## config.mk

```make
export PLATFORM = sky130hd
export DESIGN_NAME = affinity_chunk_scheduler_unit
export DESIGN_NICKNAME = d
export VERILOG_FILES = /design/src/acs_pkg.sv /design/src/acs_ram.sv /design/src/acs_div.sv /design/src/acs_ctrl.sv /design/src/acs_dp.sv /design/src/affinity_chunk_scheduler_unit.sv
export SDC_FILE = /design/constraint.sdc
export NUM_CORES = 1
export LEC_CHECK = 0
export ABC_CLOCK_PERIOD_IN_PS = 5200
export BUFFER_PORTS_ARGS = -buffer_cell sky130_fd_sc_hd__clkbuf_2
export CAP_MARGIN = 20
export CORE_MARGIN = 4
export CORE_UTILIZATION = 40
export DETAILED_ROUTE_END_ITERATION = 12
export SYNTH_ARGS = -nofsm -noshare
export SYNTH_HDL_FRONTEND = slang
export SYNTH_HIERARCHICAL = 1
export SYNTH_SLANG_ARGS = --single-unit
export TNS_END_PERCENT = 100
```

## constraint.sdc

```tcl
create_clock -name clk_i -period 5.2 [get_ports clk_i]
set_input_delay 0.52 -clock clk_i [delete_from_list [all_inputs] [get_ports clk_i]]
set_output_delay 0.52 -clock clk_i [all_outputs]
set_load 0.01 [all_outputs]
```

## src/acs_pkg.sv

```systemverilog
// Shared types and constants of the affinity chunk scheduler.
package acs_pkg;

  // Configuration register indexes
  localparam int CfgIdxW = 2;
  localparam logic [CfgIdxW-1:0] REG_ITER_COUNT   = 2'd0;
  localparam logic [CfgIdxW-1:0] REG_THREAD_COUNT = 2'd1;

  // Fixed field widths on the ports
  localparam int CfgDataW = 16;
  localparam int TcW      = 5;
  localparam int ReqW     = 4;
  localparam int PosW     = 16;

  // Register reset values
  localparam logic [CfgDataW-1:0] ITER_COUNT_RESET   = 16'd1729;
  localparam logic [TcW-1:0]      THREAD_COUNT_RESET = 5'd4;

  // Item function codes
  localparam logic FUNC_BEGIN = 1'b0;

  typedef enum logic [2:0] {
    OC_STARTED  = 3'd0,
    OC_OWN      = 3'd1,
    OC_STOLEN   = 3'd2,
    OC_ALL_DONE = 3'd3,
    OC_BAD_REQ  = 3'd4
  } outcome_e;

  typedef enum logic {
    DIV_SIZE  = 1'b0,
    DIV_CHUNK = 1'b1
  } div_src_e;

  // Controller to datapath
  typedef struct packed {
    logic     cap;
    logic     div_go;
    div_src_e div_src;
    logic     fill;
    logic     rd_own;
    logic     rd_scan;
    logic     chk;
    logic     result;
    outcome_e outcome;
  } cmd_t;

  // Datapath to controller
  typedef struct packed {
    logic is_begin;
    logic bad_req;
    logic best_zero;
    logic scan_last;
    logic fill_last;
    logic div_done;
    logic out_free;
  } sts_t;

endpackage

```

## src/acs_ram.sv

```systemverilog
// Generic single-write, single-read RAM with registered read data.
module acs_ram #(
  parameter int WIDTH = 32,
  parameter int DEPTH = 16
) (
  input  logic                                   clk_i,
  input  logic                                   we_i,
  input  logic [(DEPTH > 1 ? $clog2(DEPTH) : 1)-1:0] waddr_i,
  input  logic [WIDTH-1:0]                       wdata_i,
  input  logic                                   re_i,
  input  logic [(DEPTH > 1 ? $clog2(DEPTH) : 1)-1:0] raddr_i,
  output logic [WIDTH-1:0]                       rdata_o
);

  logic [WIDTH-1:0] mem_q [DEPTH];

  // Write port
  always_ff @(posedge clk_i) begin
    if (we_i) begin
      mem_q[waddr_i] <= wdata_i;
    end
  end

  // Registered read port
  always_ff @(posedge clk_i) begin
    if (re_i) begin
      rdata_o <= mem_q[raddr_i];
    end
  end

endmodule

```

## src/acs_div.sv

```systemverilog
// Restoring divider, one quotient bit per cycle.
module acs_div #(
  parameter int NW = 17,
  parameter int DW = 5
) (
  input  logic          clk_i,
  input  logic          rst_ni,
  input  logic          start_i,
  input  logic [NW-1:0] dividend_i,
  input  logic [DW-1:0] divisor_i,
  output logic          done_o,
  output logic [NW-1:0] quotient_o
);

  localparam int CW = $clog2(NW + 1);

  logic          busy_q;
  logic          done_q;
  logic [CW-1:0] cnt_q;
  logic [DW-1:0] rem_q;
  logic [NW-1:0] quo_q;
  logic [DW-1:0] dsr_q;
  logic [DW:0]   rem_sh;
  logic [DW:0]   diff;
  logic          ge;

  // Shift in the next dividend bit and try a subtract
  assign rem_sh = {rem_q, quo_q[NW-1]};
  assign ge     = rem_sh >= {1'b0, dsr_q};
  assign diff   = rem_sh - {1'b0, dsr_q};

  // Control
  always_ff @(posedge clk_i or negedge rst_ni) begin
    if (!rst_ni) begin
      busy_q <= 1'b0;
      done_q <= 1'b0;
      cnt_q  <= '0;
    end else begin
      done_q <= 1'b0;
      if (start_i) begin
        busy_q <= 1'b1;
        cnt_q  <= '0;
      end else if (busy_q) begin
        cnt_q <= cnt_q + 1'b1;
        if (cnt_q == CW'(NW - 1)) begin
          busy_q <= 1'b0;
          done_q <= 1'b1;
        end
      end
    end
  end

  // Remainder and quotient
  always_ff @(posedge clk_i) begin
    if (start_i) begin
      rem_q <= '0;
      quo_q <= dividend_i;
      dsr_q <= divisor_i;
    end else if (busy_q) begin
      rem_q <= ge ? diff[DW-1:0] : rem_sh[DW-1:0];
      quo_q <= {quo_q[NW-2:0], ge};
    end
  end

  assign done_o     = done_q;
  assign quotient_o = quo_q;

endmodule

```

## src/acs_ctrl.sv

```systemverilog
// Sequencing state machine of the affinity chunk scheduler.
module acs_ctrl import acs_pkg::*; (
  input  logic clk_i,
  input  logic rst_ni,
  input  logic in_valid_i,
  output logic in_ready_o,
  input  sts_t sts_i,
  output cmd_t cmd_o
);

  typedef enum logic [3:0] {
    S_IDLE,
    S_DISPATCH,
    S_SZ_GO,
    S_SZ_WAIT,
    S_FILL,
    S_OWN_RD,
    S_OWN_CHK,
    S_OWN_DEC,
    S_SCAN,
    S_SCAN_END,
    S_SCAN_DEC,
    S_CH_GO,
    S_CH_WAIT,
    S_RESULT
  } state_e;

  state_e   state_q;
  outcome_e oc_q;

  // State and outcome
  always_ff @(posedge clk_i or negedge rst_ni) begin
    if (!rst_ni) begin
      state_q <= S_IDLE;
      oc_q    <= OC_STARTED;
    end else begin
      case (state_q)
        S_IDLE: begin
          if (in_valid_i) state_q <= S_DISPATCH;
        end
        S_DISPATCH: begin
          if (sts_i.is_begin) begin
            oc_q    <= OC_STARTED;
            state_q <= S_SZ_GO;
          end else if (sts_i.bad_req) begin
            oc_q    <= OC_BAD_REQ;
            state_q <= S_RESULT;
          end else begin
            state_q <= S_OWN_RD;
          end
        end
        S_SZ_GO:   state_q <= S_SZ_WAIT;
        S_SZ_WAIT: begin
          if (sts_i.div_done) state_q <= S_FILL;
        end
        S_FILL: begin
          if (sts_i.fill_last) state_q <= S_RESULT;
        end
        S_OWN_RD:  state_q <= S_OWN_CHK;
        S_OWN_CHK: state_q <= S_OWN_DEC;
        S_OWN_DEC: begin
          if (sts_i.best_zero) begin
            state_q <= S_SCAN;
          end else begin
            oc_q    <= OC_OWN;
            state_q <= S_CH_GO;
          end
        end
        S_SCAN: begin
          if (sts_i.scan_last) state_q <= S_SCAN_END;
        end
        S_SCAN_END: state_q <= S_SCAN_DEC;
        S_SCAN_DEC: begin
          if (sts_i.best_zero) begin
            oc_q    <= OC_ALL_DONE;
            state_q <= S_RESULT;
          end else begin
            oc_q    <= OC_STOLEN;
            state_q <= S_CH_GO;
          end
        end
        S_CH_GO:   state_q <= S_CH_WAIT;
        S_CH_WAIT: begin
          if (sts_i.div_done) state_q <= S_RESULT;
        end
        S_RESULT: begin
          if (sts_i.out_free) state_q <= S_IDLE;
        end
        default: state_q <= S_IDLE;
      endcase
    end
  end

  assign in_ready_o = (state_q == S_IDLE);

  // Decode commands from the state
  always_comb begin
    cmd_o         = '0;
    cmd_o.outcome = oc_q;
    cmd_o.div_src = DIV_SIZE;
    case (state_q)
      S_IDLE:     cmd_o.cap = in_valid_i;
      S_SZ_GO:    cmd_o.div_go = 1'b1;
      S_FILL:     cmd_o.fill = 1'b1;
      S_OWN_RD:   cmd_o.rd_own = 1'b1;
      S_OWN_CHK:  cmd_o.chk = 1'b1;
      S_SCAN: begin
        cmd_o.rd_scan = 1'b1;
        cmd_o.chk     = 1'b1;
      end
      S_SCAN_END: cmd_o.chk = 1'b1;
      S_CH_GO: begin
        cmd_o.div_go  = 1'b1;
        cmd_o.div_src = DIV_CHUNK;
      end
      S_RESULT:   cmd_o.result = sts_i.out_free;
      default:    cmd_o.cap = 1'b0;
    endcase
  end

  // A division is never started while another runs
  a_div_idle: assert property (@(posedge clk_i) disable iff (!rst_ni)
    cmd_o.div_go |=> !cmd_o.div_go)
    else $error("divider restarted back to back");

  // A begin item always reports started
  a_begin_oc: assert property (@(posedge clk_i) disable iff (!rst_ni)
    (state_q == S_FILL) |-> (oc_q == OC_STARTED))
    else $error("begin item carries wrong outcome");

  // An empty own range always leads to a scan
  a_scan_entry: assert property (@(posedge clk_i) disable iff (!rst_ni)
    (state_q == S_OWN_DEC) && sts_i.best_zero |=> (state_q == S_SCAN))
    else $error("scan not entered after empty own range");

endmodule

```

## src/acs_dp.sv

```systemverilog
// Datapath: configuration, range table, divider and result register.
module acs_dp import acs_pkg::*; #(
  parameter int MAX_THREADS = 16,
  parameter int COUNT_BITS  = 16
) (
  input  logic                clk_i,
  input  logic                rst_ni,
  input  logic                func_i,
  input  logic [ReqW-1:0]     req_i,
  input  logic                cfg_we_i,
  input  logic [CfgIdxW-1:0]  cfg_index_i,
  input  logic [CfgDataW-1:0] cfg_data_i,
  output logic                out_valid_o,
  input  logic                out_ready_i,
  output logic [PosW-1:0]     chunk_start_o,
  output logic [PosW-1:0]     chunk_end_o,
  output logic [2:0]          outcome_o,
  input  cmd_t                cmd_i,
  output sts_t                sts_o
);

  localparam int CB = COUNT_BITS;
  localparam int IW = (MAX_THREADS > 1) ? $clog2(MAX_THREADS) : 1;
  localparam int TW = $clog2(MAX_THREADS + 1);

  // Configuration registers
  logic [CB-1:0]  cnt_q;
  logic [TcW-1:0] tc_q;

  // Item and scan state
  logic                   func_q;
  logic [ReqW-1:0]        req_q;
  logic [IW-1:0]          idx_q;
  logic [CB-1:0]          acc_q;
  logic [CB-1:0]          size_q;
  logic [CB-1:0]          best_q;
  logic [IW-1:0]          pick_q;
  logic [CB-1:0]          pick_start_q;
  logic [CB-1:0]          pick_end_q;
  logic                   rd_vld_q;
  logic [IW-1:0]          rd_idx_q;
  logic                   ent_vld_q;
  logic [MAX_THREADS-1:0] valid_q;

  // Result register
  logic            out_valid_q;
  logic [CB-1:0]   out_start_q;
  logic [CB-1:0]   out_end_q;
  outcome_e        out_oc_q;

  logic [TW-1:0]   t_eff;
  logic [CB:0]     part_sum;
  logic [CB-1:0]   part_end;
  logic            fill_live;
  logic [IW-1:0]   raddr;
  logic            re;
  logic            we;
  logic [IW-1:0]   waddr;
  logic [2*CB-1:0] wdata;
  logic [2*CB-1:0] rdata;
  logic [CB-1:0]   ent_start;
  logic [CB-1:0]   ent_end;
  logic [CB-1:0]   ent_left;
  logic [CB:0]     div_num;
  logic [CB:0]     div_q;
  logic            div_done;
  logic            grant;
  logic [CB-1:0]   grant_end;

  // Effective thread count: zero reads as one, saturate at the bound
  always_comb begin
    if (tc_q == '0) begin
      t_eff = TW'(1);
    end else if (32'(tc_q) > 32'(MAX_THREADS)) begin
      t_eff = TW'(MAX_THREADS);
    end else begin
      t_eff = TW'(tc_q);
    end
  end

  // Configuration writes
  always_ff @(posedge clk_i or negedge rst_ni) begin
    if (!rst_ni) begin
      cnt_q <= CB'(ITER_COUNT_RESET);
      tc_q  <= THREAD_COUNT_RESET;
    end else if (cfg_we_i) begin
      case (cfg_index_i)
        REG_ITER_COUNT:   cnt_q <= CB'(cfg_data_i);
        REG_THREAD_COUNT: tc_q  <= cfg_data_i[TcW-1:0];
        default:          tc_q  <= tc_q;
      endcase
    end
  end

  // Partition bound of the current worker, clamped to the count
  assign part_sum  = {1'b0, acc_q} + {1'b0, size_q};
  assign part_end  = (part_sum > {1'b0, cnt_q}) ? cnt_q : part_sum[CB-1:0];
  assign fill_live = 32'(idx_q) < 32'(t_eff);

  // Range table read: own entry or scan index
  assign re    = cmd_i.rd_own | cmd_i.rd_scan;
  assign raddr = cmd_i.rd_own ? IW'(req_q) : idx_q;

  // Range table write: partition fill or chunk commit
  assign grant     = (cmd_i.outcome == OC_OWN) || (cmd_i.outcome == OC_STOLEN);
  assign grant_end = pick_start_q + size_q;
  assign we        = cmd_i.fill | (cmd_i.result & grant);
  assign waddr     = cmd_i.fill ? idx_q : pick_q;
  always_comb begin
    if (cmd_i.fill) begin
      wdata = fill_live ? {acc_q, part_end} : '0;
    end else begin
      wdata = {grant_end, pick_end_q};
    end
  end

  acs_ram #(
    .WIDTH(2 * CB),
    .DEPTH(MAX_THREADS)
  ) u_ram (
    .clk_i   (clk_i),
    .we_i    (we),
    .waddr_i (waddr),
    .wdata_i (wdata),
    .re_i    (re),
    .raddr_i (raddr),
    .rdata_o (rdata)
  );

  // Entries never written read as empty
  assign ent_start = ent_vld_q ? rdata[2*CB-1:CB] : '0;
  assign ent_end   = ent_vld_q ? rdata[CB-1:0] : '0;
  assign ent_left  = (ent_end > ent_start) ? (ent_end - ent_start) : '0;

  // Ceiling division by the thread count
  assign div_num = (cmd_i.div_src == DIV_CHUNK)
                 ? ({1'b0, best_q} + (CB+1)'(t_eff) - 1'b1)
                 : ({1'b0, cnt_q} + (CB+1)'(t_eff) - 1'b1);

  acs_div #(
    .NW(CB + 1),
    .DW(TW)
  ) u_div (
    .clk_i      (clk_i),
    .rst_ni     (rst_ni),
    .start_i    (cmd_i.div_go),
    .dividend_i (div_num),
    .divisor_i  (t_eff),
    .done_o     (div_done),
    .quotient_o (div_q)
  );

  // Control state of the datapath
  always_ff @(posedge clk_i or negedge rst_ni) begin
    if (!rst_ni) begin
      valid_q     <= '0;
      rd_vld_q    <= 1'b0;
      out_valid_q <= 1'b0;
      idx_q       <= '0;
    end else begin
      rd_vld_q <= re;
      if (cmd_i.cap) begin
        idx_q <= '0;
      end else if (cmd_i.fill || cmd_i.rd_scan) begin
        idx_q <= idx_q + 1'b1;
      end
      if (cmd_i.fill) begin
        valid_q[idx_q] <= 1'b1;
      end
      if (cmd_i.result) begin
        out_valid_q <= 1'b1;
      end else if (out_ready_i) begin
        out_valid_q <= 1'b0;
      end
    end
  end

  // Payload registers
  always_ff @(posedge clk_i) begin
    ent_vld_q <= valid_q[raddr];
    rd_idx_q  <= raddr;
    if (cmd_i.cap) begin
      func_q <= func_i;
      req_q  <= req_i;
      acc_q  <= '0;
      best_q <= '0;
    end
    if (div_done) begin
      size_q <= div_q[CB-1:0];
    end
    if (cmd_i.fill) begin
      acc_q <= part_end;
    end
    // Keep the first worker with the most left (strictly greater wins)
    if (cmd_i.chk && rd_vld_q && (ent_left > best_q)) begin
      best_q       <= ent_left;
      pick_q       <= rd_idx_q;
      pick_start_q <= ent_start;
      pick_end_q   <= ent_end;
    end
    if (cmd_i.result) begin
      out_start_q <= grant ? pick_start_q : '0;
      out_end_q   <= grant ? grant_end : '0;
      out_oc_q    <= cmd_i.outcome;
    end
  end

  // Status
  assign sts_o.is_begin  = (func_q == FUNC_BEGIN);
  assign sts_o.bad_req   = 32'(req_q) >= 32'(t_eff);
  assign sts_o.best_zero = (best_q == '0);
  assign sts_o.scan_last = (32'(idx_q) + 32'd1) == 32'(t_eff);
  assign sts_o.fill_last = 32'(idx_q) == 32'(MAX_THREADS - 1);
  assign sts_o.div_done  = div_done;
  assign sts_o.out_free  = !out_valid_q || out_ready_i;

  assign out_valid_o   = out_valid_q;
  assign chunk_start_o = PosW'(out_start_q);
  assign chunk_end_o   = PosW'(out_end_q);
  assign outcome_o     = out_oc_q;

  // A new result never overwrites one still waiting
  a_no_drop: assert property (@(posedge clk_i) disable iff (!rst_ni)
    cmd_i.result |-> (!out_valid_q || out_ready_i))
    else $error("result register overwritten");

  // A granted chunk stays inside the picked range and is not empty
  a_grant_in_range: assert property (@(posedge clk_i) disable iff (!rst_ni)
    cmd_i.result && grant |-> (grant_end > pick_start_q) && (grant_end <= pick_end_q))
    else $error("granted chunk outside its range");

  // Results without a grant carry zero bounds
  a_zero_bounds: assert property (@(posedge clk_i) disable iff (!rst_ni)
    cmd_i.result && !grant |=> (out_start_q == '0) && (out_end_q == '0))
    else $error("non-grant result with bounds");

endmodule

```

## src/affinity_chunk_scheduler_unit.sv

```systemverilog
// Top level of the affinity chunk scheduler.
// Hands out chunks of a loop's iterations to up to MAX_THREADS workers. A begin
// beat (tuser 0) splits the iteration count into equal local ranges, one per
// worker; a request beat (tuser 1) returns the next chunk of the requester's own
// range, or once that is empty a chunk stolen from the worker with the most
// left. One item is in work at a time. A begin waits on the bit-serial divider
// for the slice size and then writes every entry of the range table. A request
// waits on the divider for its chunk size, and when its own range is empty it
// first scans all T worker ranges, one table read per cycle. A bad requester
// goes straight to its result. An item holds in its result state while the
// output register is still full. The result sits in that output register, so
// the next item is taken while it waits. Configuration writes are accepted at
// any time but belong between items.
module affinity_chunk_scheduler_unit import acs_pkg::*; #(
  parameter int MAX_THREADS = 16,
  parameter int COUNT_BITS  = 16
) (
  input  logic                clk_i,
  input  logic                rst_ni,
  // Request beats
  input  logic                s_axis_tvalid_i,
  output logic                s_axis_tready_o,
  input  logic [7:0]          s_axis_tdata_i,  // [3:0] requester, [7:4] zero
  input  logic [0:0]          s_axis_tuser_i,  // [0] func
  // Result beats
  output logic                m_axis_tvalid_o,
  input  logic                m_axis_tready_i,
  output logic [31:0]         m_axis_tdata_o,  // [15:0] chunk_start, [31:16] chunk_end
  output logic [2:0]          m_axis_tuser_o,  // [2:0] outcome
  // Configuration writes
  input  logic                cfg_valid_i,
  output logic                cfg_ready_o,
  input  logic [CfgIdxW-1:0]  cfg_index_i,
  input  logic [CfgDataW-1:0] cfg_data_i
);

  cmd_t           cmd;
  sts_t           sts;
  logic [PosW-1:0] chunk_start;
  logic [PosW-1:0] chunk_end;

  assign cfg_ready_o = 1'b1;

  acs_ctrl u_ctrl (
    .clk_i      (clk_i),
    .rst_ni     (rst_ni),
    .in_valid_i (s_axis_tvalid_i),
    .in_ready_o (s_axis_tready_o),
    .sts_i      (sts),
    .cmd_o      (cmd)
  );

  acs_dp #(
    .MAX_THREADS(MAX_THREADS),
    .COUNT_BITS (COUNT_BITS)
  ) u_dp (
    .clk_i         (clk_i),
    .rst_ni        (rst_ni),
    .func_i        (s_axis_tuser_i[0]),
    .req_i         (s_axis_tdata_i[ReqW-1:0]),
    .cfg_we_i      (cfg_valid_i),
    .cfg_index_i   (cfg_index_i),
    .cfg_data_i    (cfg_data_i),
    .out_valid_o   (m_axis_tvalid_o),
    .out_ready_i   (m_axis_tready_i),
    .chunk_start_o (chunk_start),
    .chunk_end_o   (chunk_end),
    .outcome_o     (m_axis_tuser_o),
    .cmd_i         (cmd),
    .sts_o         (sts)
  );

  assign m_axis_tdata_o = {chunk_end, chunk_start};

endmodule

```

---- Word-level counts from Yosys, hierarchy flattened ----
Memories as Yosys holds them, arrays and structs flattened. A register that Yosys moved wholly into a read port is not among the register bits.
Index checks and enable logic that the tools add are counted.
storage, ports and cells
  flip-flop bits (word level) ............. 213
  memory bits (writable) .................. 512
  bits of input ports ..................... 32
  output and inout bits ................... 38
  logic and storage cells ................. 162
  memories ................................ 1
cells by class
  add/subtract/negate cells ............... 11
  order comparisons ....................... 10
  eq/ne operators ......................... 27
  multiplexer cells ....................... 59
  bitwise operators ....................... 4
  reduce and logical (&&, ||, !) cells .... 23
memories
  name              depth  width  read ports  clocked after Yosys merged registers in  wr ports  RTL line       text
  u_dp.u_ram.mem_q  16     32     1           1                                        1         acs_ram.sv:15  logic [WIDTH-1:0] mem_q [DEPTH];
operators with widths
  cell                                                count
  2-to-1 mux 16 bit                                   7
  2-to-1 mux 32 bit                                   2
  one-hot mux 4 bit (14 select lines)                 1
  2-to-1 mux 17 bit                                   3
  2-to-1 mux 4 bit                                    12
  adder 16 x 5 -> 17 bit                              2
  subtractor 17 x 1 -> 17 bit, second input constant  2
  == test 32 x 5 -> 1 bit                             1
  greater-than comparator 16 bit                      2
  == test 4 bit, second input constant                7
  2-to-1 mux 5 bit                                    5
  2-to-1 mux 1 bit                                    21
  adder 16 x 16 -> 17 bit                             1
  greater-than comparator 17 x 16 -> 1 bit            1
  adder 16 bit                                        1
  == test 4 x 3 -> 1 bit, second input constant       4
  logical NOT 16 bit                                  1
  OR 16 bit                                           1
  subtractor 16 bit                                   1
  2-to-1 mux 3 bit                                    4
  < comparator 4 x 5 -> 1 bit, second input constant  2
  nonzero test 2 bit                                  5
  one-hot mux 3 bit (3 select lines)                  1
  == test 4 x 2 -> 1 bit, second input constant       2
  other kinds (34)                                    45

---- Longest topological paths before layout ----
Gate-level depths: netlist of run 1.
  word-level depth ........................ 7
  depth in mapped cells ................... 22
  mapped depth without buffers ............ 19

---- Hierarchy ----
The synthesis of run 1 kept the hierarchy.
by module, submodules not included
  module                         instances  cells each  area each (um2)  sequential area each (um2)
  acs_ram                        1          838         20156.8          16335.7
  acs_dp                         1          1264        12263.0          4907.2
  acs_div                        1          129         1636.6           935.9
  acs_ctrl                       1          76          603.1            175.2
  affinity_chunk_scheduler_unit  1          2           11.3             0.0

---- Least setup slack after synthesis of run 1 ----
No wires, ideal clock.
  path type ............................... flip-flop to flip-flop
  start ................................... register u_ctrl.state_q[1]
  end ..................................... memory u_dp.u_ram.mem_q[0][0] (enable)
  setup time .............................. 461 ps
  arrival ................................. 5279 ps
  required time ........................... 4739 ps
  setup slack ............................. -540 ps
  stages on the path, launching flop included .. 7
  buffers on the path ..................... 1
  period minus slack after synthesis ...... 5740 ps
  cell sequence ........................... dfrtp_1 > buf_2 > nand2b_1 > nor2_1 > a21o_1 > or3b_2 > nor3_1
RTL lines
  item                      RTL line        text
  start: declaration        acs_ctrl.sv:28  state_e state_q;
  start signal: assignment  acs_ctrl.sv:34  state_q <= S_IDLE;
  start signal: assignment  acs_ctrl.sv:39  if (in_valid_i) state_q <= S_DISPATCH;
  start signal: assignment  acs_ctrl.sv:44  state_q <= S_SZ_GO;
  end: declaration          acs_ram.sv:15

---- Final worst setup path of run 1 ----
  start ................................... register u_dp.size_q[0]
  end ..................................... memory u_dp.u_ram.mem_q[12][4], data pin
between the ends
  longest elaborated chain between the ends .. 5
ends and longest elaborated chain
  item                                      RTL line       text
  start: declaration                        acs_dp.sv:35   logic [CB-1:0] size_q;
  start signal: assignment                  acs_dp.sv:189  size_q <= div_q[CB-1:0];
  adder 16 x 16 -> 17 bit (*)               acs_dp.sv:96   assign part_sum = {1'b0, acc_q} + {1'b0, size_q};
  greater-than comparator 17 x 16 -> 1 bit  acs_dp.sv:97   assign part_end = (part_sum > {1'b0, cnt_q}) ? cnt_q : part_sum[CB-1:0];
  2-to-1 mux 16 bit (*)                     acs_dp.sv:97
  2-to-1 mux 32 bit (*)                     acs_dp.sv:111  wdata = fill_live ? {acc_q, part_end} : '0;
  2-to-1 mux 32 bit (*)                     acs_dp.sv:110  if (cmd_i.fill) begin
  net u_dp.wdata[4]                         acs_dp.sv:59   logic [2*CB-1:0] wdata;
The timed path passes the listed nets; every way through them passes the cells marked *.

==> results of run 1 <==
[state kept, by name, summed over array words and instances, names as in the netlist, 3 cells and up]
signal / cells
u_dp/acc_q: 16
u_dp/chunk_end_o: 16
u_dp/cnt_q: 16
u_dp/valid_q: 16
u_dp/pick_end_q: 16
u_dp/u_div/cnt_q: 5
u_dp/tc_q: 5
u_dp/pick_q: 4
u_dp/idx_q: 4
u_ctrl/state_q: 4
u_dp/u_ram/rdata_o: 32
u_dp/size_q: 16
u_dp/pick_start_q: 16
u_dp/u_div/rem_q: 5
u_dp/u_ram/mem_q: 512
u_dp/best_q: 16
u_dp/rd_idx_q: 4
u_dp/req_q: 4
u_dp/u_div/quotient_o: 17
u_dp/u_div/dsr_q: 5
u_dp/outcome_o: 3
u_ctrl/oc_q: 3
u_dp/chunk_start_o: 16
[path summary, 6_finish.rpt]
check,end,slack [ns]
worst max-delay path,u_dp/u_ram/mem_q[12][4]$_DFFE_PP_,0.29
worst min-delay path,u_dp/cnt_q[15]$_DFFE_PN0P_,0.06
worst max register to register,u_dp/u_ram/mem_q[12][4]$_DFFE_PP_,0.29
worst min register to register,u_dp/pick_q[1]$_DFFE_PP_,0.41
max in group asynchronous,u_dp/valid_q[10]$_DFFE_PN0P_,4.64
min in group clk_i,u_dp/func_q$_DFFE_PP_,0.06
[cells in the final DEF, fill, tap and decap left out, drive strengths merged, types with 10 or more instances in the layout]
| cell type | Yosys | final |
|---|---|---|
| edfxtp | 690 | 690 |
| clkbuf | 49 | 160 |
| inv | 147 | 151 |
| nand2 | 146 | 146 |
| ha | 142 | 142 |
| mux4 | 129 | 129 |
| nor2 | 118 | 118 |
| o21ai | 91 | 91 |
| buf | 42 | 76 |
| a21oi | 71 | 71 |
| a22oi | 64 | 64 |
| dfrtp | 51 | 51 |
| and2 | 37 | 37 |
| nor3 | 36 | 36 |
| xnor2 | 34 | 34 |
| nor2b | 34 | 34 |
| mux2i | 34 | 34 |
| clkinv | 0 | 34 |
| xor2 | 33 | 33 |
| mux2 | 32 | 32 |
| a21o | 28 | 28 |
| nand3 | 27 | 27 |
| nand2b | 25 | 25 |
| o22ai | 23 | 23 |
| o21a | 17 | 17 |
| a211oi | 16 | 16 |
| o21bai | 15 | 15 |
| nand3b | 15 | 15 |
| a31oi | 13 | 13 |
| nand4 | 13 | 13 |
| and3 | 11 | 11 |
| o31ai | 11 | 11 |
| bufinv | 0 | 10 |
| o211ai | 10 | 10 |
| dfxtp | 10 | 10 |
[what timing repair did]
item / 4_1_cts / 5_1_grt
gates resized for setup: 5 / 3
cloned: 0 / 0
endpoints found under the setup margin: 80 / 60
[cells by family after synthesis]
group,synth area share
compound gates,0.0787
xor+xnor,0.0169
fa+ha+maj,0.0547
buf+inv,0.0285
flops,0.645
mux,0.105
other cells,0.000108
simple gates,0.0717
[metrics by stage]
stage | setup TNS [ns] | cells | power (uW) | utilization | instance area, um2
after detailed placement | -1.85 | 3496 | 17200 | 0.430 | 36800
after global placement | 0 | 3496 | 17000 | 0.430 | 36800
after CTS | 0 | 3647 | 23200 | 0.463 | 39600
after global routing | 0 | 3653 | 24300 | 0.464 | 39700
final | 0 | 3653 | 23000 | 0.464 | 39700
after floorplan | 0 | 2309 | 14400 | - | 34700
[power groups by stage]
stage	logic (uW)	clock network [uW]	registers (uW)
after floorplan	6260	0	8180
after global placement	8540	0	8430
after detailed placement	8750	0	8430
after CTS	8800	6070	8320
after global routing	9600	6330	8370
final	8790	5930	8310
[per-layer routing]
layer	global-route usage	routed length, um
met1	0.252	36400
met2	0.324	43600
met3	0.0269	4420
met4	0.0758	3340
met5	0	0
[critical path, cell delays in order, from the launching register on]
cell       delay, ns
edfxtp_1        0.37
ha_1            0.21
inv_1           0.07
fa_1            0.41
nand2b_1        0.21
a21oi_2         0.22
o21ai_2         0.10
and4b_2         0.27
a2111oi_4       0.29
ha_1            0.31
nand3_1         0.11
a21oi_1         0.07
a2111oi_2       0.34
o31ai_1         0.17
a221oi_4        0.31
buf_12          0.21
buf_4           0.16
mux2i_1         0.42
o22ai_1         0.13
buf_4           0.21
[final cells by class]
class / count / share of cell area
well taps: 1144 / 0.0361
flip-flops and latches: 757 / 0.564
repair buffers: 140 / 0.0249
clock inverters: 55 / 0.0169
clock buffers: 96 / 0.0531
inverters: 147 / 0.0142
multi-input cells: 1314 / 0.291
[synthesized netlist by cell type (25+ instances only)]
master,count
a22oi_1,64
o21ai_0,81
xnor2_1,34
nand2_1,146
mux2i_1,33
nand3_1,27
nor2b_1,34
clkbuf_1,49
ha_1,142
inv_1,146
nand2b_1,25
nor3_1,35
mux4_2,129
nor2_1,118
dfrtp_1,51
edfxtp_1,690
mux2_2,30
a21o_1,28
and2_1,37
xor2_1,33
a21oi_1,65
==> metrics, run 1 <==
final hold slack 0.0580 ns; Synth Area per Inst 15.0 um2; Syn-to-layout area delta 14.4%; Final Setup Violations 0; Primary FF master, synth edfxtp_1; Worst Setup SP u_dp/size_q[0]$_DFFE_PP_; register area share after synthesis 0.645; PwrDens 581 mW/mm2; diode count 0; number of enable flip-flop cells after synthesis 690; Hold Violations, Final 0; row count 107; PortBufs 64; Synth top area share 0.598; Post-DRT Antenna Nets 0; setup repair after global routing missed its margin false; DR iter-0 viols 1989; Final #Nets 2622; CP max FO 16; IO Pins 70; Root Driver clkbuf_16; synthesized cell area 0.0347 mm2; Synthesis Warnings 6; Internal Power 14900 uW; Data required, critical path 5.55 ns; Via-to-Cell Ratio 5.58; Max Root-Sink Buffers 3; worst setup margin 0.294 ns; Multi-input gate area 0.0116 mm2; DRC 0; worst skew pair latency 0.64 ns; leakage power total 0.0142 uW; Clk pwr share 0.257; Routed wire per std cell 24.0 um; Worst R2R Path Depth 19; global-route wire length before repair 131000 um; part of the power in registers 0.361; synth top area cells edfxtp_1, mux4_2, ha_1; Cell variety after synth 89; chip width 302 um; Post-DP HPWL 58400 um; maximum vdd drop 0.344 mV; max-slew violation count 0; Psw 8160 uW; initial antenna violation count 0; maxcap violations 0; switching part of the total 0.355; Reg area 0.0224 mm2; Clock transition at path regs 0.06 ns; layout cell share with drive strength beyond 1 0.198; Clock Skews 0.0306 ns; Logic pwr share 0.382; fin crit share 0.944; total gr overflow 0; vias in the first global route 20700; Async SR Flop Fraction 0.0753; Post-CTS Hold Buffers 0; kind of critical path register to register; endpoint type of the worst setup path register; pre-CTS WS -0.0464 ns; outcome finished, final reports clean; syn nets 2489; critical path data arrival time 5.26 ns; final weighted congestion in routability-driven placement 0.908; Die Ht 302 um; Fillers 7325; Post-Syn Instances 2309; CTS tree yes; Final Critical Period 4.91 ns; vias 20400; H-tree levels 3; Hold Crit Class primary input to asynchronous set/reset pin; worst r2r src u_dp/size_q[0]$_DFFE_PP_; core area 0.0855 mm2; startpoint types register; Die ar. 0.0915 mm2; CTS Buf Count 82; slew margin rel. 0.296; Sink Count 757; initial core utilization 0.405; Tot GR Track Use 0.192; Synth area leader edfxtp_1; actual slew at the worst max-slew pin 1.05 ns; pin count of the biggest net entering global routing 58; Setup Buffers After CTS 0; Post-Route WL 87700 um; first-pass iteration count of the detailed router 5; #FFs+latches synth 757; FMAX 0.204 GHz
No activity file was read; power rests on OpenSTA's default activity.
==> inputs of run 2 (changes only) <==
--- a/config.mk
+++ b/config.mk
@@ -5,7 +5,7 @@
 export SDC_FILE = /design/constraint.sdc
 export NUM_CORES = 1
 export LEC_CHECK = 0
-export ABC_CLOCK_PERIOD_IN_PS = 5200
+export ABC_CLOCK_PERIOD_IN_PS = 4400
 export BUFFER_PORTS_ARGS = -buffer_cell sky130_fd_sc_hd__clkbuf_2
 export CAP_MARGIN = 20
 export CORE_MARGIN = 4
==> constraint.sdc (replaced) <==
create_clock -name clk_i -period 4.4 [get_ports clk_i]
set_input_delay 0.44 -clock clk_i [delete_from_list [all_inputs] [get_ports clk_i]]
set_output_delay 0.44 -clock clk_i [all_outputs]
set_load 0.01 [all_outputs]
==> run 2 against run 1 <==
Against the previous run:
- the run now ends with setup timing left
- critical path depth up 2
- flip-flop and latch count unchanged
- die area unchanged
- non-clock buffer count up 108
- combinational power up 34%
- maximum frequency up 9.5%
- hold slack worse by 0.029 ns
- clock skew up 0.0054 ns
- clock power up 15%
- setup slack worse by 0.38 ns
- largest cell class unchanged
==> metrics, run 2 (synthesis results as in run 1) <==
design area 0.0413 mm2; post-layout util 0.483; Cell Count, Final, Fillers Out 3762; hold path startpoint cfg_data_i[12]; setup repair after global routing missed its margin true; PwrDens 690 mW/mm2; Max Root-Sink Buffers 3; CTS tree yes; Clk pwr share 0.239; Post-Route WL 91600 um; Psw 10100 uW; Data required, critical path 4.76 ns; first-pass iteration count of the detailed router 7; leakage power total 0.0149 uW; DR iter-0 viols 1778; delay-heaviest family, CP compound AO/OA/AOI/OAI gates; startpoint types register; critical path cell sequence ha_2 -> inv_2 -> fa_2 -> nand2b_4 -> a21oi_2 -> buf_6 -> nor2_1 -> nor2_1 -> xor2_1 -> ha_1 -> a21oi_1 -> o21ai_0 -> a211oi_2 -> o31ai_2 -> a221oi_4 -> buf_4 -> buf_12 -> mux2i_1 -> buf_4 -> o22ai_2 -> buf_12; Die ar. 0.0915 mm2; pre-CTS WS -0.308 ns; fin crit share 1.02; Logic pwr share 0.415; Hold Violations, Final 0; Clock Skews 0.0360 ns; CTS Buf Count 82; worst setup margin -0.0815 ns; pin count of the biggest net entering global routing 55; critical path data arrival time 4.84 ns; layout cell share with drive strength beyond 1 0.252; PortBufs 64; hold path depth 3; Post-DRT Antenna Nets 0; worst r2r src u_dp/size_q[0]$_DFFE_PP_; FMAX 0.223 GHz; Via-to-Cell Ratio 5.54; CP max stage cell edfxtp_1; total gr overflow 0; hold endpoint u_dp/cnt_q[12]$_DFFE_PN0P_; vias 20900; max-slew violation count 0; outcome finished, violations left; Worst R2R Path Depth 21; Final Setup Violations 204; Buf+Inv Stages, Crit Path 6; met2 GRT Util 0.338; initial antenna violation count 0; maxcap violations 0; final hold slack 0.0290 ns; part of the power in registers 0.345; Hold Crit Class primary input to register; M3 GR Usage 0.0243; switching part of the total 0.355; Post-DP HPWL 59000 um; max reg flops 512; DRC 0; IO Pins 70; Syn-to-layout area delta 19.1%; Final #Nets 2730; actual slew at the worst max-slew pin 1.21 ns; Die Ht 302 um; CP max FO 16; Post-DP Area 0.0377 mm2; Internal Power 18400 uW; Clock transition at path regs 0.06 ns; slew margin rel. 0.195; row count 107; global-route wire length before repair 135000 um; Routed wire per std cell 24.4 um; dpl cells 3574; diode count 0; violated checks setup timing; Final Critical Period 4.48 ns; met1 global-route usage 0.262; vias in the first global route 21400; worst skew pair latency 0.64 ns; Root Driver clkbuf_16; Tot GR Track Use 0.197; register-to-register setup slack -0.08 ns; core area 0.0855 mm2; kind of critical path register to register; chip width 302 um; final weighted congestion in routability-driven placement 0.908; maximum vdd drop 0.352 mV; busiest layer in global routing met2; commonest non-fill, non-tap cell in the layout edfxtp_1; H-tree levels 3; R2R Path End u_dp/u_ram/mem_q[2][7]$_DFFE_PP_; endpoint type of the worst setup path register; Crit path largest cell delay 0.36 ns; Most flops, register u_dp/u_ram/mem_q; Sink Count 757; most frequent cells in the layout edfxtp_1, nand2_1, inv_1; Fillers 7200; initial core utilization 0.405
## run 2: changes by cell type in the layout (fill, tap and decap cells not counted), sizes merged
cell	before	now
bufinv	10	7
buf	76	171
clkbuf	160	167
clkinvlp	7	5
clkinv	34	41
inv	151	147
dlygate4sd3	0	9
## run 2: through the flow
stage / TNS (ns) / power [uW]
floorplan: -8.43 / 17200
global placement: -39.18 / 20700
detailed placement: -59.72 / 20900
CTS: 0 / 28000
global route: -66.70 / 30000
finish: -5.84 / 28500
## run 2: layer usage
layer  share of wire  vias up  routed length, um
met2            0.50      596              45800
met3           0.050      150               4630
li1                -     9356                  -
met5               0        -                  0
met4           0.033        0               2990
met1            0.42    10800              38200
## run 2: layout make-up
| type | count | area, um2 | share of cell area |
|---|---|---|---|
| flip-flops and latches | 757 | 22400 | 0.542 |
| multi-input cells | 1314 | 12000 | 0.291 |
| repair buffers | 248 | 2220 | 0.0537 |
| clock buffers | 99 | 2130 | 0.0515 |
| well taps | 1144 | 1430 | 0.0347 |
| clock inverters | 53 | 581 | 0.0141 |
| inverters | 147 | 566 | 0.0137 |
## run 2: worst max path at each step
stage,start,end,cells after the start
floorplan,u_dp/size_q[0]$_DFFE_PP_,u_dp/u_ram/mem_q[0][13]$_DFFE_PP_,17
global placement,u_dp/size_q[0]$_DFFE_PP_,u_dp/u_ram/mem_q[14][6]$_DFFE_PP_,19
detailed placement,u_dp/size_q[0]$_DFFE_PP_,u_dp/u_ram/mem_q[14][6]$_DFFE_PP_,19
CTS,u_dp/size_q[0]$_DFFE_PP_,u_dp/u_ram/mem_q[0][15]$_DFFE_PP_,20
global route,u_dp/size_q[0]$_DFFE_PP_,u_dp/u_ram/mem_q[4][5]$_DFFE_PP_,20
finish,u_dp/size_q[0]$_DFFE_PP_,u_dp/u_ram/mem_q[2][7]$_DFFE_PP_,21
## run 2: power by group through the flow
stage	clock (uW)	sequential, uW	combinational [uW]
after floorplan	0	9670	7530
after global placement	0	9960	10700
after detailed placement	0	9970	10900
after CTS	6970	9840	11200
after global routing	7280	9910	12900
final	6820	9840	11800
## run 2: what timing repair did
| item | in CTS | in global routing |
|---|---|---|
| pin swaps | 9 | 9 |
| hold endpoints to repair | 32 | 0 |
| hold buffers | 9 | 0 |
| gates resized for setup | 27 | 82 |
| endpoints found under the setup margin | 267 | 332 |
| cloned | 3 | 6 |
| setup buffers | 4 | 15 |
## run 2: worst register-to-register path, delay by kind of cell, from the launching register on
family,cells,cell delay [ns]
simple gates,3,0.36
flops,1,0.36
xor+xnor,1,0.25
buf+inv,6,0.91
mux,1,0.19
fa+ha+maj,3,0.88
compound gates,7,1.27
==> inputs of run 3 (changes only) <==
--- a/config.mk
+++ b/config.mk
@@ -6,11 +6,11 @@
 export NUM_CORES = 1
 export LEC_CHECK = 0
 export ABC_CLOCK_PERIOD_IN_PS = 4400
-export BUFFER_PORTS_ARGS = -buffer_cell sky130_fd_sc_hd__clkbuf_2
 export CAP_MARGIN = 20
 export CORE_MARGIN = 4
 export CORE_UTILIZATION = 40
 export DETAILED_ROUTE_END_ITERATION = 12
+export DONT_BUFFER_PORTS = 1
 export SYNTH_ARGS = -nofsm -noshare
 export SYNTH_HDL_FRONTEND = slang
 export SYNTH_HIERARCHICAL = 1
==> run 3 against run 2 <==
Against the previous run:
- the run still ends with setup timing left
- utilization is 0.75 points lower
- non-clock buffer count fell by 58
- wire length is 1.0% lower
- clock skew rose by 0.0084 ns
- critical path type unchanged
- global-route usage is 0.16 points higher
- register-to-register slack is essentially flat
- cell area down 1.6%
- power fell by 2.3%
- combinational power fell by 5%
- critical path depth is 4 lower
- first-iteration DRC count is 2.2% higher
==> metrics, run 3 (synthesis results as in run 1) <==
outcome finished, violations left; violated checks setup timing; Post-DP HPWL 61200 um; maxcap violations 0; Crit path largest cell delay 0.43 ns; Syn-to-layout area delta 17.2%; global-route wire length before repair 135000 um; Sink Count 757; actual slew at the worst max-slew pin 1.07 ns; DR iter-0 viols 1818; Most flops, register u_dp/u_ram/mem_q; initial antenna violation count 3; Routed wire per std cell 24.5 um; pre-CTS WS -0.262 ns; H-tree levels 3; startpoint types register; maximum vdd drop 0.335 mV; kind of critical path register to register; first-pass iteration count of the detailed router 5; CTS tree yes; Post-Route WL 90700 um; Tot GR Track Use 0.199; slew margin rel. 0.284; commonest non-fill, non-tap cell in the layout edfxtp_1; Post-DRT Antenna Nets 0; fin crit share 1.02; PwrDens 685 mW/mm2; Via-to-Cell Ratio 5.57; worst setup margin -0.0870 ns; Fillers 7314; worst skew pair latency 0.65 ns; DRC 0; PortBufs 0; Die ar. 0.0915 mm2; Hold Violations, Final 0; CP max FO 8; Root Driver clkbuf_16; Final #Nets 2672; max-slew violation count 0; vias 20600; Clock Skews 0.0445 ns; most frequent cells in the layout edfxtp_1, nand2_1, inv_1; Clock transition at path regs 0.06 ns; total gr overflow 0; Cell Count, Final, Fillers Out 3701; layout cell share with drive strength beyond 1 0.219; Hold Crit Class primary input to register; core area 0.0855 mm2; dpl cells 3514; pin count of the biggest net entering global routing 59; Max Root-Sink Buffers 3; leakage power total 0.0145 uW; setup repair after global routing missed its margin true; critical path cell sequence ha_1 -> nand3_1 -> nor3_4 -> o21ai_0 -> a21oi_1 -> xor2_1 -> ha_1 -> a21o_1 -> a2111oi_4 -> o31ai_2 -> a221oi_4 -> buf_12 -> buf_12 -> mux2i_1 -> buf_4 -> o22ai_4 -> buf_16; row count 107; max reg flops 512; vias in the first global route 21300; CP max stage cell ha_1; critical path data arrival time 4.86 ns; Data required, critical path 4.78 ns; initial core utilization 0.405; FMAX 0.223 GHz; IO Pins 70; Final Critical Period 4.49 ns; Die Ht 302 um; chip width 302 um; endpoint type of the worst setup path register; Final Setup Violations 179; final weighted congestion in routability-driven placement 0.896; CTS Buf Count 82
[run 3: worst max-delay path: cells and delay by family, from the launching register on]
kind                     cells  cell delay (ns)
AO/OA/AOI/OAI                7             1.50
AND/OR/NAND/NOR              2             0.43
flip-flops                   1             0.42
XOR/XNOR                     1             0.25
buffers and inverters        4             0.71
adder cells (fa/ha/maj)      2             0.72
multiplexers                 1             0.19
[run 3: what timing repair did]
item                                   CTS  global route
endpoints found under the hold margin   83             0
cloned                                   2             0
hold buffers                            23             0
gates resized for setup                 32            23
buffers inserted                        10             3
pin swaps                                9             3
setup endpoints to repair              267           334
[run 3: layout make-up]
type	count	area, um2	share of cell area
Timing Repair Buffer	190	1830	0.0451
Antenna cell	2	5.00	0.000123
Multi-Input combinational cell	1314	11800	0.291
Inverter	147	566	0.0139
Clock inverter	49	483	0.0119
Clock buffer	98	2130	0.0525
Sequential cell	757	22400	0.550
Tap cell	1144	1430	0.0352
[run 3: stage by stage]
| stage | hold WS [ns] | TNS [ns] | instance area, um2 | power [uW] | utilization |
|---|---|---|---|---|---|
| floorplan | 0.144 | -8.43 | 34800 | 17200 | - |
| global placement | 0.147 | -38.92 | 37300 | 20500 | 0.436 |
| detailed placement | 0.147 | -56.92 | 37300 | 20800 | 0.437 |
| CTS | 0.0637 | -0.137 | 40500 | 27800 | 0.473 |
| global route | 0.105 | -51.81 | 40600 | 29400 | 0.475 |
| finish | 0.107 | -7.61 | 40600 | 27800 | 0.475 |
[run 3: per-layer routing]
layer / global-route usage / vias to the layer above / routed length, um
li1: - / 9253 / -
met1: 0.254 / 10500 / 36200
met2: 0.347 / 672 / 46000
met3: 0.0263 / 167 / 5140
met4: 0.0748 / 0 / 3390
met5: 0 / - / 0
[run 3: final timing paths]
kind	cells past startpoint	end	from	slack, ns
setup / recovery	17	u_dp/u_ram/mem_q[6][15]$_DFFE_PP_	u_dp/acc_q[6]$_SDFFCE_PN0P_	-0.09
hold / removal	2	u_dp/out_valid_o$_DFFE_PN0P_	m_axis_tready_i	0.11
setup reg to reg	17	u_dp/u_ram/mem_q[6][15]$_DFFE_PP_	u_dp/acc_q[6]$_SDFFCE_PN0P_	-0.09
hold reg to reg	0	u_dp/pick_q[1]$_DFFE_PP_	u_dp/rd_idx_q[1]$_DFF_P_	0.40
max in group asynchronous	2	u_dp/tc_q[2]$_DFFE_PN1P_	rst_ni	3.71
min in group asynchronous	2	u_dp/cnt_q[14]$_DFFE_PN0P_	rst_ni	0.35
[run 3: where the power goes]
| group | internal [uW] | leakage (uW) | switching (uW) |
|---|---|---|---|
| Clock | 3840 | 0.00127 | 2860 |
| Sequential | 9250 | 0.00705 | 660 |
| Combinational | 4860 | 0.00620 | 6360 |
| Total | 18000 | 0.0145 | 9880 |
